## src/design/i2c_master_write_with_trace_macros.svh

```systemverilog
// ----------------------------------------------------------------------------
// I2C master write engine: assertion macros
// Shared helpers for the concurrent checks in the RTL modules.
// ----------------------------------------------------------------------------
`ifndef I2C_MASTER_WRITE_WITH_TRACE_MACROS_SVH
`define I2C_MASTER_WRITE_WITH_TRACE_MACROS_SVH

// Same-cycle implication, sampled on clock and quiet during reset.
`define I2CMW_ASSERT_IMP(lbl, ante, cons, msg) \
   lbl: assert property (@(posedge clock) disable iff (reset) (ante) |-> (cons)) \
      else $error(msg);

// Next-cycle implication, sampled on clock and quiet during reset.
`define I2CMW_ASSERT_NEXT(lbl, ante, cons, msg) \
   lbl: assert property (@(posedge clock) disable iff (reset) (ante) |=> (cons)) \
      else $error(msg);

`endif

```

## src/design/i2cmw_pkg.sv

```systemverilog
// ----------------------------------------------------------------------------
// I2C master write engine package
// Types, codes and sizes shared by the byte sequencer, the top level and the
// testbench.
// ----------------------------------------------------------------------------
`timescale 1ns / 1ps
`default_nettype none

package i2cmw_pkg;

   localparam int TRACE_DEPTH = 256;
   localparam int TRACE_AW    = $clog2(TRACE_DEPTH);
   localparam int TRACE_W     = 6;

   localparam logic [1:0] KIND_SAMPLE = 2'd0;
   localparam logic [1:0] KIND_READ   = 2'd1;
   localparam logic [1:0] KIND_WRITE  = 2'd2;

   localparam logic [1:0] MODE_READ   = 2'd1;
   localparam logic [1:0] MODE_WRITE  = 2'd2;

   localparam logic [1:0] RES_BUS     = 2'd0;
   localparam logic [1:0] RES_TRACE   = 2'd1;
   localparam logic [1:0] RES_REJECT  = 2'd2;

   localparam logic [TRACE_W-1:0] TRC_NONE = 6'd0;
   localparam logic [TRACE_W-1:0] TRC_SCL  = 6'd1;
   localparam logic [TRACE_W-1:0] TRC_SDA  = 6'd2;
   localparam logic [TRACE_W-1:0] TRC_BOTH = 6'd3;

   localparam logic [2:0] BIT_LAST = 3'd7;

   typedef enum logic [1:0] {
      ST_IDLE,
      ST_READ,
      ST_WRITE
   } top_state_type;

   typedef enum logic [3:0] {
      SEQ_IDLE,
      SEQ_START0,
      SEQ_START1,
      SEQ_BIT_A,
      SEQ_BIT_B,
      SEQ_BIT_C,
      SEQ_ACK0,
      SEQ_ACK1,
      SEQ_ACK2,
      SEQ_STOP0,
      SEQ_STOP1,
      SEQ_STOP2,
      SEQ_STOP3
   } seq_phase_type;

   typedef struct packed {
      logic [7:0] data;
      logic       first;
      logic       stop;
      logic       ack;
   } seq_start_type;

   typedef struct packed {
      logic               scl;
      logic               sda;
      logic               sda_drv;
      logic               bus;
      logic               nack;
      logic               last;
      logic               push;
      logic [TRACE_W-1:0] code;
   } seq_event_type;

   typedef struct packed {
      logic [1:0]         result_type;
      logic               scl_level;
      logic               sda_level;
      logic               sda_driven;
      logic               bus_driven;
      logic [TRACE_W-1:0] trace_value;
      logic               trace_valid;
      logic               nack_seen;
      logic               last;
   } rsp_type;

endpackage

`default_nettype wire

```

## src/design/i2cmw_trace_ram.sv

```systemverilog
// ----------------------------------------------------------------------------
// I2C master write engine: trace memory
// Simple dual-port synchronous RAM, one write and one registered read port.
// ----------------------------------------------------------------------------
`timescale 1ns / 1ps
`default_nettype none

module i2cmw_trace_ram #(
   parameter int DEPTH = 256,
   parameter int WIDTH = 6
) (
   input  wire logic                     clock,
   input  wire logic                     wr_en,
   input  wire logic [$clog2(DEPTH)-1:0] wr_addr,
   input  wire logic [WIDTH-1:0]         wr_data,
   input  wire logic                     rd_en,
   input  wire logic [$clog2(DEPTH)-1:0] rd_addr,
   output logic      [WIDTH-1:0]         rd_data
);

   logic [WIDTH-1:0] mem_ff [DEPTH];
   logic [WIDTH-1:0] rd_data_ff;

   always_ff @(posedge clock) begin
      if (wr_en) begin
         mem_ff[wr_addr] <= wr_data;
      end
      if (rd_en) begin
         rd_data_ff <= mem_ff[rd_addr];
      end
   end

   assign rd_data = rd_data_ff;

endmodule

`default_nettype wire

```

## src/design/i2cmw_seq.sv

```systemverilog
// ----------------------------------------------------------------------------
// I2C master write engine: byte sequencer
// Steps through an optional start, eight data bits, the acknowledge slot and
// an optional stop, presenting one bus event and its trace code per step.
// ----------------------------------------------------------------------------
`timescale 1ns / 1ps
`default_nettype none

module i2cmw_seq (
   input  wire logic                    clock,
   input  wire logic                    reset,
   input  wire logic                    start,
   input  wire i2cmw_pkg::seq_start_type start_info,
   input  wire logic                    advance,
   output i2cmw_pkg::seq_event_type     event_out
);

   import i2cmw_pkg::*;

   seq_phase_type phase_ff, phase_in;
   logic [2:0]    bit_cnt_ff, bit_cnt_in;
   logic [7:0]    shift_ff, shift_in;
   logic          ack_ff, ack_in;
   logic          stop_ff, stop_in;
   logic          cur_bit;

   assign cur_bit = shift_ff[7];

   always_comb begin
      phase_in   = phase_ff;
      bit_cnt_in = bit_cnt_ff;
      shift_in   = shift_ff;
      ack_in     = ack_ff;
      stop_in    = stop_ff;
      if (start) begin
         phase_in   = start_info.first ? SEQ_START0 : SEQ_BIT_A;
         bit_cnt_in = '0;
         shift_in   = start_info.data;
         ack_in     = start_info.ack;
         stop_in    = start_info.stop;
      end else if (advance) begin
         case (phase_ff)
            SEQ_START0: phase_in = SEQ_START1;
            SEQ_START1: phase_in = SEQ_BIT_A;
            SEQ_BIT_A:  phase_in = SEQ_BIT_B;
            SEQ_BIT_B:  phase_in = SEQ_BIT_C;
            SEQ_BIT_C: begin
               shift_in   = {shift_ff[6:0], 1'b0};
               bit_cnt_in = bit_cnt_ff + 3'd1;
               phase_in   = (bit_cnt_ff == BIT_LAST) ? SEQ_ACK0 : SEQ_BIT_A;
            end
            SEQ_ACK0:   phase_in = SEQ_ACK1;
            SEQ_ACK1:   phase_in = SEQ_ACK2;
            SEQ_ACK2:   phase_in = stop_ff ? SEQ_STOP0 : SEQ_IDLE;
            SEQ_STOP0:  phase_in = SEQ_STOP1;
            SEQ_STOP1:  phase_in = SEQ_STOP2;
            SEQ_STOP2:  phase_in = SEQ_STOP3;
            SEQ_STOP3:  phase_in = SEQ_IDLE;
            default:    phase_in = SEQ_IDLE;
         endcase
      end
   end

   always_comb begin
      event_out = '0;
      case (phase_ff)
         SEQ_START0: begin
            event_out = '{scl: 1'b1, sda: 1'b0, sda_drv: 1'b1, bus: 1'b1,
                          nack: 1'b0, last: 1'b0, push: 1'b1, code: TRC_SCL};
         end
         SEQ_START1: begin
            event_out = '{scl: 1'b0, sda: 1'b0, sda_drv: 1'b1, bus: 1'b1,
                          nack: 1'b0, last: 1'b0, push: 1'b1, code: TRC_NONE};
         end
         SEQ_BIT_A: begin
            event_out = '{scl: 1'b0, sda: cur_bit, sda_drv: 1'b1, bus: 1'b1,
                          nack: 1'b0, last: 1'b0, push: 1'b1,
                          code: cur_bit ? TRC_BOTH : TRC_SCL};
         end
         SEQ_BIT_B: begin
            event_out = '{scl: 1'b1, sda: cur_bit, sda_drv: 1'b1, bus: 1'b1,
                          nack: 1'b0, last: 1'b0, push: 1'b0, code: TRC_NONE};
         end
         SEQ_BIT_C: begin
            event_out = '{scl: 1'b0, sda: cur_bit, sda_drv: 1'b1, bus: 1'b1,
                          nack: 1'b0, last: 1'b0, push: 1'b1, code: TRC_NONE};
         end
         SEQ_ACK0: begin
            event_out = '{scl: 1'b0, sda: 1'b1, sda_drv: 1'b0, bus: 1'b1,
                          nack: 1'b0, last: 1'b0, push: 1'b1, code: TRC_SDA};
         end
         SEQ_ACK1: begin
            event_out = '{scl: 1'b1, sda: 1'b1, sda_drv: 1'b0, bus: 1'b1,
                          nack: 1'b0, last: 1'b0, push: 1'b1,
                          code: {4'd0, ack_ff, 1'b1}};
         end
         SEQ_ACK2: begin
            event_out = '{scl: 1'b0, sda: 1'b1, sda_drv: 1'b0, bus: 1'b1,
                          nack: 1'b0, last: !stop_ff, push: 1'b1,
                          code: {4'd0, ack_ff, 1'b0}};
         end
         SEQ_STOP0: begin
            event_out = '{scl: 1'b0, sda: 1'b0, sda_drv: 1'b1, bus: 1'b1,
                          nack: ack_ff, last: 1'b0, push: 1'b0, code: TRC_NONE};
         end
         SEQ_STOP1: begin
            event_out = '{scl: 1'b1, sda: 1'b0, sda_drv: 1'b1, bus: 1'b1,
                          nack: ack_ff, last: 1'b0, push: 1'b1, code: TRC_SCL};
         end
         SEQ_STOP2: begin
            event_out = '{scl: 1'b1, sda: 1'b1, sda_drv: 1'b1, bus: 1'b1,
                          nack: ack_ff, last: 1'b0, push: 1'b1, code: TRC_BOTH};
         end
         SEQ_STOP3: begin
            event_out = '{scl: 1'b1, sda: 1'b1, sda_drv: 1'b0, bus: 1'b0,
                          nack: ack_ff, last: 1'b1, push: 1'b0, code: TRC_NONE};
         end
         default: event_out = '0;
      endcase
   end

   always_ff @(posedge clock) begin
      if (reset) begin
         phase_ff <= SEQ_IDLE;
      end else begin
         phase_ff <= phase_in;
      end
      bit_cnt_ff <= bit_cnt_in;
      shift_ff   <= shift_in;
      ack_ff     <= ack_in;
      stop_ff    <= stop_in;
   end

`include "i2c_master_write_with_trace_macros.svh"

   `I2CMW_ASSERT_IMP(a_start_when_idle, start, phase_ff == SEQ_IDLE, "Sequencer restarted mid-byte")
   `I2CMW_ASSERT_IMP(a_advance_when_busy, advance, phase_ff != SEQ_IDLE, "Sequencer advanced while idle")
   `I2CMW_ASSERT_NEXT(a_ack_follows_bits, advance && phase_ff == SEQ_BIT_C && bit_cnt_ff == BIT_LAST, phase_ff == SEQ_ACK0, "Acknowledge slot not reached after eighth bit")

endmodule

`default_nettype wire

```

## src/design/i2c_master_write_with_trace.sv

```systemverilog
// ----------------------------------------------------------------------------
// I2C master write engine with line trace
// Top level: request decoding, trace ring pointers and the response register.
// ----------------------------------------------------------------------------
// One request is handled at a time. A trace read that finds entries spends the
// read state on the registered read of the trace memory; a rejected read or one
// that finds the store empty is answered from the idle state. A byte write
// starts the sequencer and then gives one response per bus event, 27 to 33
// events, and every event may also write one trace entry through the single
// write port of the trace memory. Responses pass through an output register
// and a second holding register, so a request is taken while one response
// waits at the output; any step stalls only while both hold a response. The
// trace memory is not cleared at reset; only entries written since reset are
// ever returned.
`timescale 1ns / 1ps
`default_nettype none

module i2c_master_write_with_trace (
   input  wire logic                          clock,
   input  wire logic                          reset,
   input  wire logic                          csr_wr_en,
   input  wire logic [1:0]                    csr_wr_data,
   input  wire logic                          req_valid,
   output logic                               req_stall,
   input  wire logic [1:0]                    req_kind,
   input  wire logic [i2cmw_pkg::TRACE_W-1:0] req_pin_sample,
   input  wire logic [7:0]                    req_data_byte,
   input  wire logic                          req_first_byte,
   input  wire logic                          req_last_byte,
   input  wire logic                          req_ack_level,
   output logic                               rsp_valid,
   input  wire logic                          rsp_stall,
   output logic [1:0]                         rsp_result_type,
   output logic                               rsp_scl_level,
   output logic                               rsp_sda_level,
   output logic                               rsp_sda_driven,
   output logic                               rsp_bus_driven,
   output logic [i2cmw_pkg::TRACE_W-1:0]      rsp_trace_value,
   output logic                               rsp_trace_valid,
   output logic                               rsp_nack_seen,
   output logic                               rsp_last
);

   import i2cmw_pkg::*;

   top_state_type        state_ff, state_in;
   logic [1:0]           mode_ff, mode_in;
   logic [TRACE_AW-1:0]  wr_idx_ff, wr_idx_in;
   logic [TRACE_AW-1:0]  rd_idx_ff, rd_idx_in;
   logic [TRACE_W-1:0]   prev_ff, prev_in;
   logic                 aborted_ff, aborted_in;
   logic                 rsp_valid_ff, rsp_valid_in;
   rsp_type              rsp_ff, rsp_in;
   logic                 skid_valid_ff, skid_valid_in;
   rsp_type              skid_ff;

   logic                 accept;
   logic                 out_free;
   logic                 out_open;
   logic                 out_load;
   logic                 skid_load;
   logic                 empty;
   logic                 rsp_load;
   logic                 push_en;
   logic [TRACE_W-1:0]   push_code;
   logic                 ram_rd_en;
   logic [TRACE_W-1:0]   ram_rd_data;
   logic                 seq_start;
   logic                 seq_adv;
   seq_start_type        seq_info;
   seq_event_type        seq_ev;

   assign out_free  = !skid_valid_ff;
   assign out_open  = !rsp_valid_ff || !rsp_stall;
   assign req_stall = (state_ff != ST_IDLE) || !out_free;
   assign accept    = req_valid && !req_stall;
   assign empty     = (rd_idx_ff == wr_idx_ff);

   assign seq_info = '{data:  req_data_byte,
                       first: req_first_byte,
                       stop:  req_last_byte || req_ack_level,
                       ack:   req_ack_level};

   always_comb begin
      state_in = state_ff;
      case (state_ff)
         ST_IDLE: begin
            if (accept && req_kind == KIND_READ && mode_ff == MODE_READ && !empty) begin
               state_in = ST_READ;
            end else if (accept && req_kind == KIND_WRITE && mode_ff == MODE_WRITE
                         && (req_first_byte || !aborted_ff)) begin
               state_in = ST_WRITE;
            end
         end
         ST_READ: begin
            if (out_free) begin
               state_in = ST_IDLE;
            end
         end
         ST_WRITE: begin
            if (out_free && seq_ev.last) begin
               state_in = ST_IDLE;
            end
         end
         default: state_in = ST_IDLE;
      endcase
   end

   always_comb begin
      rsp_load   = 1'b0;
      rsp_in     = '0;
      push_en    = 1'b0;
      push_code  = TRC_NONE;
      ram_rd_en  = 1'b0;
      seq_start  = 1'b0;
      seq_adv    = 1'b0;
      rd_idx_in  = rd_idx_ff;
      prev_in    = prev_ff;
      aborted_in = aborted_ff;
      case (state_ff)
         ST_IDLE: begin
            if (accept) begin
               case (req_kind)
                  KIND_SAMPLE: begin
                     if (req_pin_sample != prev_ff) begin
                        push_en   = 1'b1;
                        push_code = req_pin_sample;
                        prev_in   = req_pin_sample;
                     end
                  end
                  KIND_READ: begin
                     if (mode_ff != MODE_READ) begin
                        rsp_load           = 1'b1;
                        rsp_in.result_type = RES_REJECT;
                        rsp_in.last        = 1'b1;
                     end else if (empty) begin
                        rsp_load           = 1'b1;
                        rsp_in.result_type = RES_TRACE;
                        rsp_in.last        = 1'b1;
                     end else begin
                        ram_rd_en = 1'b1;
                     end
                  end
                  KIND_WRITE: begin
                     if (mode_ff != MODE_WRITE) begin
                        rsp_load           = 1'b1;
                        rsp_in.result_type = RES_REJECT;
                        rsp_in.last        = 1'b1;
                     end else if (req_first_byte || !aborted_ff) begin
                        seq_start  = 1'b1;
                        aborted_in = req_ack_level;
                     end
                  end
                  default: begin
                  end
               endcase
            end
         end
         ST_READ: begin
            if (out_free) begin
               rsp_load           = 1'b1;
               rsp_in.result_type = RES_TRACE;
               rsp_in.trace_value = ram_rd_data;
               rsp_in.trace_valid = 1'b1;
               rsp_in.last        = 1'b1;
               rd_idx_in          = rd_idx_ff + 1'b1;
            end
         end
         ST_WRITE: begin
            if (out_free) begin
               rsp_load           = 1'b1;
               rsp_in.result_type = RES_BUS;
               rsp_in.scl_level   = seq_ev.scl;
               rsp_in.sda_level   = seq_ev.sda;
               rsp_in.sda_driven  = seq_ev.sda_drv;
               rsp_in.bus_driven  = seq_ev.bus;
               rsp_in.nack_seen   = seq_ev.nack;
               rsp_in.last        = seq_ev.last;
               push_en            = seq_ev.push;
               push_code          = seq_ev.code;
               seq_adv            = 1'b1;
            end
         end
         default: begin
         end
      endcase
   end

   assign wr_idx_in     = push_en ? wr_idx_ff + 1'b1 : wr_idx_ff;
   assign mode_in       = csr_wr_en ? csr_wr_data : mode_ff;
   assign out_load      = out_open && (skid_valid_ff || rsp_load);
   assign skid_load     = !out_open && rsp_load;
   assign rsp_valid_in  = out_open ? (skid_valid_ff || rsp_load) : 1'b1;
   assign skid_valid_in = skid_valid_ff ? !out_open : skid_load;

   always_ff @(posedge clock) begin
      if (reset) begin
         state_ff      <= ST_IDLE;
         mode_ff       <= '0;
         wr_idx_ff     <= '0;
         rd_idx_ff     <= '0;
         prev_ff       <= '0;
         aborted_ff    <= 1'b0;
         rsp_valid_ff  <= 1'b0;
         skid_valid_ff <= 1'b0;
      end else begin
         state_ff      <= state_in;
         mode_ff       <= mode_in;
         wr_idx_ff     <= wr_idx_in;
         rd_idx_ff     <= rd_idx_in;
         prev_ff       <= prev_in;
         aborted_ff    <= aborted_in;
         rsp_valid_ff  <= rsp_valid_in;
         skid_valid_ff <= skid_valid_in;
      end
      if (out_load) begin
         rsp_ff <= skid_valid_ff ? skid_ff : rsp_in;
      end
      if (skid_load) begin
         skid_ff <= rsp_in;
      end
   end

   i2cmw_trace_ram #(
      .DEPTH (TRACE_DEPTH),
      .WIDTH (TRACE_W)
   ) u_trace_ram (
      .clock   (clock),
      .wr_en   (push_en),
      .wr_addr (wr_idx_ff),
      .wr_data (push_code),
      .rd_en   (ram_rd_en),
      .rd_addr (rd_idx_ff),
      .rd_data (ram_rd_data)
   );

   i2cmw_seq u_seq (
      .clock      (clock),
      .reset      (reset),
      .start      (seq_start),
      .start_info (seq_info),
      .advance    (seq_adv),
      .event_out  (seq_ev)
   );

   assign rsp_valid       = rsp_valid_ff;
   assign rsp_result_type = rsp_ff.result_type;
   assign rsp_scl_level   = rsp_ff.scl_level;
   assign rsp_sda_level   = rsp_ff.sda_level;
   assign rsp_sda_driven  = rsp_ff.sda_driven;
   assign rsp_bus_driven  = rsp_ff.bus_driven;
   assign rsp_trace_value = rsp_ff.trace_value;
   assign rsp_trace_valid = rsp_ff.trace_valid;
   assign rsp_nack_seen   = rsp_ff.nack_seen;
   assign rsp_last        = rsp_ff.last;

`include "i2c_master_write_with_trace_macros.svh"

   `I2CMW_ASSERT_IMP(a_pop_not_empty, state_ff == ST_READ, !empty, "Trace pop from an empty store")
   `I2CMW_ASSERT_IMP(a_no_push_on_read, state_ff == ST_READ, !push_en, "Trace write during a pop")
   `I2CMW_ASSERT_NEXT(a_pop_path, accept && req_kind == KIND_READ && mode_ff == MODE_READ && !empty, state_ff == ST_READ, "Non-empty pop did not enter the read state")

endmodule

`default_nettype wire

```

## config.mk

```make
export PLATFORM = sky130hd
export DESIGN_NAME = i2c_master_write_with_trace
export DESIGN_NICKNAME = d
export VERILOG_FILES = /design/src/design/i2cmw_pkg.sv /design/src/design/i2cmw_trace_ram.sv /design/src/design/i2cmw_seq.sv /design/src/design/i2c_master_write_with_trace.sv
export VERILOG_INCLUDE_DIRS = /design/src /design/src/design
export SDC_FILE = /design/constraint.sdc
export NUM_CORES = 2
export LEC_CHECK = 0
export BUFFER_PORTS_ARGS = -buffer_cell sky130_fd_sc_hd__buf_2
export CORE_UTILIZATION = 53
export DETAILED_ROUTE_END_ITERATION = 12
export GPL_ROUTABILITY_DRIVEN = 0
export PLACE_DENSITY = 0.7
export SYNTH_ARGS = -nofsm -noshare
export SYNTH_HDL_FRONTEND = slang
export SYNTH_HIERARCHICAL = 1
export SYNTH_SLANG_ARGS = --single-unit
```

## constraint.sdc

```tcl
create_clock -name clock -period 15.7 [get_ports clock]
set_input_delay 2.355 -clock clock [delete_from_list [all_inputs] [get_ports clock]]
set_output_delay 2.355 -clock clock [all_outputs]
set_load 0.05 [all_outputs]
```

==> results.sh <==
export IMPL_avgSynthCellArea_sq_um=19.2
export IMPL_fin_crit_ns=6.04
export IMPL_max_freq_mhz=165
export IMPL_power_frac_comb_pct=1.3
export IMPL_grt_usage_pct=25.1
export IMPL_crit_start="rd_idx_ff[0]"
export IMPL_dpl_hpwl_mm=91.2
export IMPL_route_detailed_drc=0
export IMPL_antenna_found_initial=2
export IMPL_clkTransAtPathRegs_ns=0.06
export IMPL_swShare_pct=19.7
export IMPL_diodes=0
export IMPL_first_global_vias=32199
export IMPL_drt_iter0_drc=3993
export IMPL_yosys_warnings=6
export IMPL_timing_slew_headroom_pct=12.8
export IMPL_holdWs_ns=0.473
export IMPL_fin_area_sq_mm=0.0709
export IMPL_numCtsBuffers=156
export IMPL_dpl_cell_area_sq_mm=0.0659
export IMPL_clockRootBuffer="clkbuf_16"
export IMPL_cp_end_kind="register"
export IMPL_synthCells=3334
export IMPL_cts_tree="done"
export IMPL_worst_pin_slew_ns=1.30
export IMPL_grt_pass1_wl_mm=222
export IMPL_rows=127
export IMPL_die_x_microns=350
export IMPL_hold_buffers=0
export IMPL_ys_flop_type="edfxtp_1"
export IMPL_seq_power_share_pct=55.4
export IMPL_peakVddDrop_v=0.0000835
export IMPL_hold_start="prev_ff[1]"
export IMPL_cts_htree_levels=4
export IMPL_yosys_area_top_type_share_pct=74.2
export IMPL_grt_max_degree=177
export IMPL_nNetsFinal=3441
export IMPL_synth_seq_area_share_pct=75.3
export IMPL_wl_per_cell_microns=29.6
export IMPL_ant_nets=0
export IMPL_synth_enable_flop_cells=1582
export IMPL_syn2layout_area_growth_pct=10.7
export IMPL_critPathMaxFanout=93
export IMPL_drive_gt1_share_pct=20.7
export IMPL_dieHeight_microns=350
export IMPL_p_per_area_mw_per_mm2=120
export IMPL_hold_violations=0
export IMPL_post_cts_buffers=0
export IMPL_worstPathRequired_ns=16.15
export IMPL_synth_area_leaders="edfxtp_1 74%, mux4_2 12%, nor2_1 1.9%, mux2i_1 1.8%, dfxtp_1 1.1%"
export IMPL_syn_cell_area_sq_mm=0.0640
export IMPL_yosysTopAreaCell="edfxtp_1"
export IMPL_synthMostInstantiatedCell="edfxtp_1"
export IMPL_async_reset_ff_share_pct=0
export IMPL_num_vias=32913
export IMPL_maxSlewViolCount=0
export IMPL_fill_cells=8606
export IMPL_cts_sinks=1618
export IMPL_cap_violations=0
export IMPL_synth_common_cells="1582 x edfxtp_1, 331 x mux4_2, 318 x nor2_1"
export IMPL_cp_arrival_ns=6.49
export IMPL_clkPwrFrac_pct=43.4
export IMPL_hold_class="register to register"
export IMPL_path_class="register to register"
export IMPL_switchingPower_mw=1.68
export IMPL_dr_pass1_iters=7
export IMPL_grt_overflow_total=0
export IMPL_routed_wl_mm=152
export IMPL_core_area_sq_mm=0.120
export IMPL_outcome="complete, no violations"
export IMPL_dieArea_sq_mm=0.122
export IMPL_p_int_mw=6.85
export IMPL_clkLatencyLatePin_ns=0.78
export IMPL_post_cts_resized=0
export IMPL_via_per_inst=6.40
export IMPL_clock_skew_ns=0.0382
export IMPL_boundaryPins=43
export IMPL_r2r_start="rd_idx_ff[0]"
export IMPL_tns_ns=0
export IMPL_io_buffers=42
export IMPL_setup_viol=0
export IMPL_p_leak_nw=21.7
export IMPL_clock_path_buffers=3
export IMPL_rsz0062_at_grt="false"
export IMPL_cp_start_kind="register"
export IMPL_ys_seq_elements=1618
export IMPL_initial_core_util_pct=53.4
export IMPL_period_share_pct=38.5
export IMPL_ys_types=75
cells by family after synthesis:
logic type	share of synthesized area (%)
simple gates	4.42
other cells	0.00586
compound gates	4.04
xor+xnor	0.328
buf+inv	1.71
mux	14.0
fa+ha+maj	0.215
flops	75.3
area by class of cell:
| type | count | area (sq um) | area share [%] |
|---|---|---|---|
| Clock inverter | 92 | 946 | 1.33 |
| Tap cell | 1612 | 2020 | 2.84 |
| Inverter | 19 | 71.3 | 0.101 |
| Timing Repair Buffer | 107 | 748 | 1.06 |
| Multi-Input combinational cell | 1502 | 14800 | 20.9 |
| Clock buffer | 192 | 4080 | 5.75 |
| Sequential cell | 1618 | 48200 | 68.0 |
sequential cells by signal, indices dropped and copies added, names as in the netlist, 2 cells and up:
register,cells
u_seq/phase_ff,4
u_seq/bit_cnt_ff,3
state_ff,2
skid_ff,15
u_trace_ram/mem_ff,1536
wr_idx_ff,8
rsp_trace_value,6
rd_idx_ff,8
u_seq/shift_ff,8
u_trace_ram/rd_data,6
mode_ff,2
rsp_result_type,2
prev_ff,6
metal layers:
metal | GRT usage, % | wire [microns]
met1 | 35.3 | 59600
met2 | 39.1 | 72300
met3 | 5.25 | 14900
met4 | 9.72 | 5630
met5 | 0 | 15
power groups by stage:
| stage | registers, mW | clock network [mW] | logic [mW] |
|---|---|---|---|
| 6_report | 4.72 | 3.70 | 0.109 |
| 5_1_grt | 4.72 | 3.90 | 0.117 |
| 4_1_cts | 4.72 | 3.74 | 0.110 |
| 3_5_place_dp | 4.81 | 0 | 0.110 |
| 3_3_place_gp | 4.81 | 0 | 0.108 |
| 2_1_floorplan | 4.83 | 0 | 0.0587 |
metrics by stage:
stage | power [mW] | std cells | utilization, % | worst slack (ns)
after CTS | 8.57 | 5142 | 59.2 | 9.54
final | 8.53 | 5142 | 59.2 | 9.66
after floorplan | 4.89 | 3337 | - | 8.49
after detailed placement | 4.92 | 4858 | 55.0 | 9.16
after global routing | 8.74 | 5142 | 59.2 | 9.22
after global placement | 4.92 | 4858 | 55.0 | 9.24
worst max-delay path, cell delays in order (launching register included):
cell and delay [ns]:
dfxtp_4 0.65, buf_12 0.57, buf_4 0.81, buf_4 0.84
buf_4 0.77, mux4_2 0.62, a221oi_1 0.30, o21ai_0 0.22
nor4_1 0.46, o221ai_1 0.23
layout by cell type, fill, tap and decap left out, types with 52 or more instances in the layout:
cell / Yosys / layout
a21oi_1: 72 / 72
a22oi_1: 79 / 79
buf_4: 33 / 61
clkbuf_16: 0 / 157
edfxtp_1: 1582 / 1582
mux2i_1: 115 / 115
mux4_2: 331 / 331
nand2_1: 95 / 94
nand3_1: 52 / 52
nor2_1: 318 / 317
final timing paths:
check | end | slack (ns) | cells past startpoint
setup / recovery | u_trace_ram/rd_data[0] | 9.66 | 9
hold / removal | prev_ff[1] | 0.47 | 2
setup reg to reg | u_trace_ram/rd_data[0] | 9.66 | 9
hold reg to reg | prev_ff[1] | 0.47 | 2
Note: power is estimated with default switching activity, not from simulation.
